==> config.mk <==
export PLATFORM = sky130hd
export DESIGN_NAME = lvn_comb
export DESIGN_NICKNAME = d
export VERILOG_FILES = /design/src/design/lvn_pkg.sv /design/src/design/lvn_comb.sv
export SDC_FILE = /design/constraint.sdc
export NUM_CORES = 2
export LEC_CHECK = 0
export BUFFER_PORTS_ARGS = -buffer_cell sky130_fd_sc_hd__buf_2
export CORE_MARGIN = 2
export CORE_UTILIZATION = 39
export DETAILED_ROUTE_END_ITERATION = 7
export PLACE_DENSITY_LB_ADDON = 0.2
export REMOVE_ABC_BUFFERS = 1
export SLEW_MARGIN = 10
export SYNTH_ARGS = -nofsm -noshare
export SYNTH_HDL_FRONTEND = slang
export SYNTH_SLANG_ARGS = --single-unit
==> constraint.sdc <==
create_clock -name clk -period 14.2 [get_ports clk]
set_input_delay 0 -clock clk [delete_from_list [all_inputs] [get_ports clk]]
set_output_delay 0 -clock clk [all_outputs]
set_load 0.05 [all_outputs]
==> src/design/lvn_pkg.sv <==
package lvn_pkg;

  localparam int LVN_MAX_OCT = 8;
  localparam int LVN_FRAC    = 16;

  localparam logic [31:0] HASH_MUL = 32'h045D9F3B;

  localparam logic [1:0] CFG_SEED = 2'd0;
  localparam logic [1:0] CFG_AMP  = 2'd1;
  localparam logic [1:0] CFG_WAVE = 2'd2;
  localparam logic [1:0] CFG_OCT  = 2'd3;

  // magnitude bits of a coordinate after folding the sign
  localparam int DIV_BITS = 31;
  localparam int HASH_LAT = 5;
  localparam int FADE_LAT = 3;
  localparam int BLEND_LAT = 2;

  function automatic int quo_bits(input int f);
    quo_bits = (f > 16) ? f : 16;
  endfunction

  function automatic int lane_lat(input int f);
    lane_lat = DIV_BITS + 2 + f + HASH_LAT + BLEND_LAT;
  endfunction

  function automatic int comb_lat(input int f, input int mo);
    comb_lat = 2 + $clog2(mo) + quo_bits(f);
  endfunction

  // one restoring division step: {quotient bit, new remainder}
  function automatic logic [16:0] div_step(input logic [15:0] rem, input logic bin,
                                           input logic [15:0] dv);
    logic [16:0] t;
    logic [16:0] d;
    begin
      t = {rem, bin};
      d = t - {1'b0, dv};
      if (t >= {1'b0, dv}) begin
        div_step = {1'b1, d[15:0]};
      end else begin
        div_step = {1'b0, t[15:0]};
      end
    end
  endfunction

  function automatic logic [31:0] sar16(input logic [31:0] v);
    sar16 = {{16{v[31]}}, v[31:16]};
  endfunction

  function automatic logic [31:0] shr16(input logic [31:0] v);
    shr16 = {16'h0000, v[31:16]};
  endfunction

  function automatic logic [31:0] rnd_s(input logic [31:0] v);
    rnd_s = (sar16(v) ^ v) * HASH_MUL;
  endfunction

  function automatic logic [31:0] rnd_u(input logic [31:0] v);
    rnd_u = (shr16(v) ^ v) * HASH_MUL;
  endfunction

endpackage

==> src/design/lvn_comb.sv <==
module lvn_comb #(
  parameter int FRAC_BITS   = lvn_pkg::LVN_FRAC,
  parameter int MAX_OCTAVES = lvn_pkg::LVN_MAX_OCT
) (
  input  logic                                clk,
  input  logic                                func,
  input  logic [15:0]                         amplitude,
  input  logic [3:0]                          octaves,
  input  logic [MAX_OCTAVES-1:0][FRAC_BITS-1:0] smp,
  output logic [23:0]                         noise
);
  import lvn_pkg::*;

  localparam int F    = FRAC_BITS;
  localparam int MO   = MAX_OCTAVES;
  localparam int NW   = F + MO;
  localparam int SH   = (F < 16) ? 16 - F : 0;
  localparam int NNW  = NW + SH;
  localparam int QW   = quo_bits(F);
  localparam int LVLS = $clog2(MO);
  localparam int NP   = 1 << LVLS;
  localparam int KW   = $clog2(MO + 1);
  localparam int DL   = LVLS + QW;

  logic [KW-1:0]   k;
  logic [MO:0]     dfull;
  logic [MO-1:0]   d;
  logic [F+15:0]   p0;
  logic [NW-1:0]   tr_r [0:LVLS][0:NP-1];
  logic [23:0]     dm_r [0:DL];
  logic            df_r [0:DL];
  logic [NNW-1:0]  nn;
  logic [MO-1:0]   qrem_r [1:QW];
  logic [QW-1:0]   qmq_r  [1:QW];
  logic [23:0]     qs;
  logic [23:0]     res_r;

  always_comb begin
    if (octaves == 4'd0) begin
      k = KW'(1);
    end else if (32'(octaves) > MO) begin
      k = KW'(MO);
    end else begin
      k = KW'(octaves);
    end
  end

  assign dfull = ((MO+1)'(1) << k) - (MO+1)'(1);
  assign d     = dfull[MO-1:0];
  assign p0    = smp[0] * amplitude;

  always_ff @(posedge clk) begin
    dm_r[0] <= p0[F+15:F-8];
    df_r[0] <= func;
    for (int i = 1; i <= DL; i++) begin
      dm_r[i] <= dm_r[i-1];
      df_r[i] <= df_r[i-1];
    end
  end

  // weighted terms, then a registered adder tree
  for (genvar j = 0; j < NP; j++) begin : g_term
    if (j < MO) begin : g_on
      logic [KW-1:0] sa;
      assign sa = k - KW'(j) - KW'(1);
      always_ff @(posedge clk) begin
        tr_r[0][j] <= (32'(k) > j) ? (NW'(smp[j]) << sa) : '0;
      end
    end else begin : g_off
      always_ff @(posedge clk) begin
        tr_r[0][j] <= '0;
      end
    end
  end

  for (genvar l = 1; l <= LVLS; l++) begin : g_lvl
    for (genvar j = 0; j < NP; j++) begin : g_node
      if (j < (NP >> l)) begin : g_add
        always_ff @(posedge clk) begin
          tr_r[l][j] <= tr_r[l-1][2*j] + tr_r[l-1][2*j+1];
        end
      end else begin : g_nil
        always_ff @(posedge clk) begin
          tr_r[l][j] <= '0;
        end
      end
    end
  end

  if (SH > 0) begin : g_sh
    assign nn = {tr_r[LVLS][0], {SH{1'b0}}};
  end else begin : g_nsh
    assign nn = tr_r[LVLS][0];
  end

  // normalization: divide by 2^k - 1
  for (genvar j = 1; j <= QW; j++) begin : g_div
    logic [MO-1:0] pr;
    logic [QW-1:0] pm;
    logic [16:0]   st;
    if (j == 1) begin : g_first
      assign pr = nn[NNW-1:QW];
      assign pm = nn[QW-1:0];
    end else begin : g_next
      assign pr = qrem_r[j-1];
      assign pm = qmq_r[j-1];
    end
    assign st = div_step(16'(pr), pm[QW-1], 16'(d));
    always_ff @(posedge clk) begin
      qrem_r[j] <= st[MO-1:0];
      qmq_r[j]  <= {pm[QW-2:0], st[16]};
    end
  end

  if (F > 16) begin : g_qhi
    assign qs = 24'(qmq_r[QW][QW-1:F-16]);
  end else begin : g_qlo
    assign qs = 24'(qmq_r[QW]);
  end

  always_ff @(posedge clk) begin
    res_r <= df_r[DL] ? qs : dm_r[DL];
  end

  assign noise = res_r;

endmodule

# After elaboration in Yosys (flattened, before gate mapping)

Memories as Yosys holds them, arrays and structs flattened.
Index checks and enable logic that the tools add are counted.

Register bits after elaboration: 24
RAM bits: 1652
Input port bits: 150
Output and inout bits: 24
Logic and storage cells: 108
Memories: 5

Memory list:

| memory | depth | bits a word | read ports | clocked after memory_dff | write ports | RTL line       | source |
|---|---|---|---|---|---|---|---|
| tr_r   | 4     | 192         | 4          | 0                        | 4           | lvn_comb.sv:29 | `logic [NW-1:0] tr_r [0:LVLS][0:NP-1];` |
| dm_r   | 20    | 24          | 20         | 0                        | 20          | lvn_comb.sv:30 | `logic [23:0] dm_r [0:DL];` |
| qmq_r  | 16    | 16          | 16         | 0                        | 16          | lvn_comb.sv:34 | `logic [QW-1:0] qmq_r [1:QW];` |
| qrem_r | 16    | 8           | 15         | 0                        | 16          | lvn_comb.sv:33 | `logic [MO-1:0] qrem_r [1:QW];` |
| df_r   | 20    | 1           | 20         | 0                        | 20          | lvn_comb.sv:31 | `logic df_r [0:DL];` |

$add $sub $neg: 38
$mul: 1
$lt $le $gt $ge: 25
Shift-type cells: 9
Muxes and demuxes: 27
Reduce and logical (&&, ||, !) cells: 1

Operators by type and width:

| cell                                                                 | number |
|---|---|
| 17-bit two-way mux                                                   | 16 |
| 24-bit two-way mux                                                   | 8 |
| 16-bit by 4-bit << shifter with 24-bit output                        | 8 |
| 24-bit adder                                                         | 7 |
| 9-bit by 8-bit subtractor with 10-bit output                         | 16 |
| 9-bit by 8-bit greater-or-equal comparator with 1-bit output         | 16 |
| 16-bit by 16-bit multiplier with 32-bit output                       | 1 |
| 4-bit by 1-bit subtractor with 4-bit output, second input constant   | 8 |
| 4-bit by 3-bit > comparator with 1-bit output, second input constant | 4 |
| 16-bit two-way mux                                                   | 1 |
| 4-bit by 3-bit subtractor with 4-bit output, second input constant   | 4 |
| 4-bit by 1-bit > comparator with 1-bit output, second input constant | 2 |
| 4-bit by 2-bit > comparator with 1-bit output, second input constant | 2 |
| 4-bit two-way mux                                                    | 2 |
| 1-bit by 4-bit << shifter with 8-bit output, first input constant    | 1 |
| 4-bit by 2-bit subtractor with 4-bit output, second input constant   | 2 |
| 8-bit by 2-bit subtractor with 8-bit output, second input constant   | 1 |
| 4-bit > comparator, second input constant                            | 1 |
| 4-bit logical NOT                                                    | 1 |

# Depth between registers and ports, before layout

Depth in word-level cells: 7
Gate-level depth with buffers: 23
Mapped depth without buffers: 21

# Least setup slack after synthesis

Ideal clock, no wire load.

Path type: input-to-reg
Start: input smp[8] in the netlist's numbering
End: memory dm_r[0][11]
Library setup time: 0.122 ns
Arrival: 5.498 ns
Data required time: 14.078 ns
Path slack: 8.580 ns
Stages on the path: 22
Path buffers: 2
Path through: clkbuf_1 -> clkbuf_1 -> nand2_1 -> fa_1 -> fa_1 -> inv_1 -> fa_1 -> inv_1 -> fa_1 -> inv_1 -> fa_1 -> inv_1 -> fa_1 -> inv_1 -> ha_1 -> a21o_1 -> a21o_1 -> and2_2 -> a311o_2 -> a21oi_2 -> nor3_1 -> o311a_1

RTL lines:

| what        | RTL line       | source |
|---|---|---|
| from (decl) | lvn_comb.sv:9  | `input logic [MAX_OCTAVES-1:0][FRAC_BITS-1:0] smp,` |
| to (decl)   | lvn_comb.sv:30 |  |

==> metrics.txt <==
status=complete, no violations; max_slew headroom=33.2%; slowest stage delay, CP=between 0.5 and 0.6 ns; largest net degree at the start of global routing=63; post-synthesis sequential area ratio=47.3%; Die X=374 um; Worst Slack Setup Final=around 8.6 ns; area grow syn2layout=18.5%; worst setup path startpoint=octaves[3]; final hold viol count=0; fin cells=7307; cell at the slowest stage of the critical path=nand2_2; Max Clock Freq=178 MHz; Slew Limit Fails=0; Pwr Total=approximately 15 mW; antenna cells=0; clock-pin slew of the registers on the worst-case setup and hold paths=0.06 ns; top cell type's share of synthesized area=47.3%; placed insts=6810; Worst-Skew Late Latency=about 0.76 ns; number of synthesized register bits=~1300; hold path startpoint=smp[13]; reg-to-reg startpoint=tr_r[1][145]; cell taking the most area after synthesis=dfxtp_1; switching power total=approximately 5.3 mW; Inserted Clock Buffers=130; H-tree depth=4; CP Data Required Time=14.83 ns; area of the die=between 100000 and 150000 sq um; P_leak=29.0 nW; DRT Pass-1 Iters=5; CTS tree=done; setup_tns=0 ns; Place WS=8.35 ns; Sequential Power Share=36.9%; Worst Clk Skew=0.0308 ns; YS warnings=0; FFs w/ async S/R, synth=0%; Die H=approximately 370 um; GR Util All Layers=between 10% and 20%; DP Wirelength=between 80000 and 90000 um; Layout fillers=12400; # DRC=0; CTS root buffer=clkbuf_16; WL/cell=16.0 um; critical-path cell list=dlygate4sd3_1 -> buf_2 -> buf_4 -> inv_2 -> nand2_2 -> buf_4 -> ha_1 -> nand2_2 -> ha_1 -> xor2_1 -> buf_4 -> ha_1 -> a21o_1 -> a21oi_1 -> o21bai_1 -> a21oi_1 -> o21ai_0 -> a31o_2 -> mux2_2; crit path max fanout=45; routed vias=between 30000 and 40000; Worst VDD drop=177 uV; NumNets Final=6192; RePlAce Congestion=slightly below 0.9; io pins=174; min Tclk post-route=5.61 ns; Via density=4.86; total global routing overflow=0; critical path launch point type=primary input; final WL=117000 um; Worst EP arrival=~6.2 ns; commonest non-fill, non-tap cell in the layout=dfxtp_1; worst slew pin tran=1.00 ns; area of the mapped netlist=53300 sq um; fin crit share=39.5%; top cells by area, synth=dfxtp_1, ha_1, fa_1, mux2i_1, inv_1; Setup Crit Path Kind=primary input to register; Clock Path Buffers=3; Cell variety after synth=91; Post-Syn Instances=4967; antenna-violating nets left=0; max-cap viol count=0; Sw Share=34.8%; Worst setup EP type=register; Hold Path Class=primary input to register; vias in the first global route=~36000; IO buf count=173; CORE AREA=136000 sq um; initial antenna violation count=4; Setup Buffers After CTS=0; Internal Power=9.89 mW; Synth Area per Inst=10.7 sq um; setup violators final=0; number of flops mapped to enable cells by yosys=0; initial DRC count=1965; Rows=around 140; starting density of the core=~39%; PD cells=approximately 240 nW/um^2; Clock power frac=22.7%; Top FF cell, synth=dfxtp_1; first-pass GRT wire length=189000 um; commonest cells after routing, fill and taps aside=dfxtp_1, ha_1, inv_1; unrepaired setup endpoints after global routing=false; combinational share of power=40.4%; clock sinks=1260; layout cell share with drive strength beyond 1=10.1%
==> final timing paths <==
check | to | depth (start not counted) | slack (ns)
worst max-delay path | qrem_r[0][34] | 19 | 8.59
worst min-delay path | tr_r[0][187] | 5 | 0.09
worst min register to register | dm_r[4][0] | 0 | 0.31
worst max register to register | tr_r[2][185] | 8 | 11.33
==> sequential cells by signal (all words and copies together) (netlist names) <==
| signal | flops |
|---|---|
| qrem_r | 120 |
| dm_r | 480 |
| df_r | 20 |
| noise | 24 |
| qmq_r | 256 |
| tr_r | 360 |
==> layer usage <==
layer,global-route usage (%),vias up,part of all wire [%]
met1,22.6,16700,48
met3,2.90,204,4.4
li1,-,17900,-
met2,27.0,732,45
met4,5.70,2,2.8
met5,0,-,0.011
==> logic make-up after synthesis <==
family | Yosys count | synth area share (%)
XOR/XNOR | 236 | 3.87
AND/OR/NAND/NOR | 1070 | 9.82
buffers and inverters | 533 | 3.80
AO/OA/AOI/OAI | 911 | 11.1
other | 1 | 0.00703
flip-flops | 1260 | 47.3
multiplexers | 337 | 6.56
adder cells (fa/ha/maj) | 619 | 17.5
==> power groups by stage <==
stage	Combinational [mW]	Sequential [mW]	Clock, mW
after floorplan	4.60	5.59	0
after global placement	5.98	5.69	0
after detailed placement	6.01	5.71	0
after CTS	6.14	5.64	3.56
after global routing	6.92	5.76	3.71
final	6.12	5.61	3.44
==> cells in the mapped netlist (all sizes together), types with 9 or more instances <==
cell type	count
dfxtp	1260
ha	404
inv	378
nand2	302
a21oi	263
nor2	251
mux2i	245
fa	215
o21ai	164
xnor2	159
and2	153
clkbuf	121
a21o	117
mux2	91
xor2	77
nor3	66
nand3	65
o22ai	63
nor2b	51
nand2b	42
o21a	42
nand4	37
buf	30
o21bai	28
or3	28
o211ai	27
a211oi	26
a31oi	26
and3	26
a21boi	22
a211o	12
a32o	11
o31ai	11
o32ai	10
a31o	9
and4	9
==> timing repair <==
action	4_1_cts	5_1_grt
hold endpoints to repair	164	0
gates resized for setup	0	0
hold buffers	262	0
==> through the flow <==
stage	hold WS [ns]	utilization, %	instance area, sq um
6_report	0.0905	46.6	63200
5_1_grt	0.115	46.6	63200
2_1_floorplan	0.0277	-	52800
3_3_place_gp	0.105	41.4	56100
3_5_place_dp	0.104	41.4	56100
4_1_cts	0.00725	46.6	63200
==> critical path: cells and delay by family <==
family          cells  cell delay (ns)
compound gates      6             1.23
xor+xnor            1             0.17
fa+ha+maj           3             1.29
buf+inv             6             2.44
mux                 1             0.30
simple gates        2             0.75
==> final cells by class <==
class	count	area, sq um	area share [%]
Clock buffer	174	3670	5.80
Clock inverter	61	802	1.27
Inverter	382	1440	2.27
Multi-Input combinational cell	3185	26200	41.4
Sequential cell	1260	25200	39.9
Tap cell	1781	2230	3.52
Timing Repair Buffer	464	3710	5.86
Power figures use the tool's default switching activity.
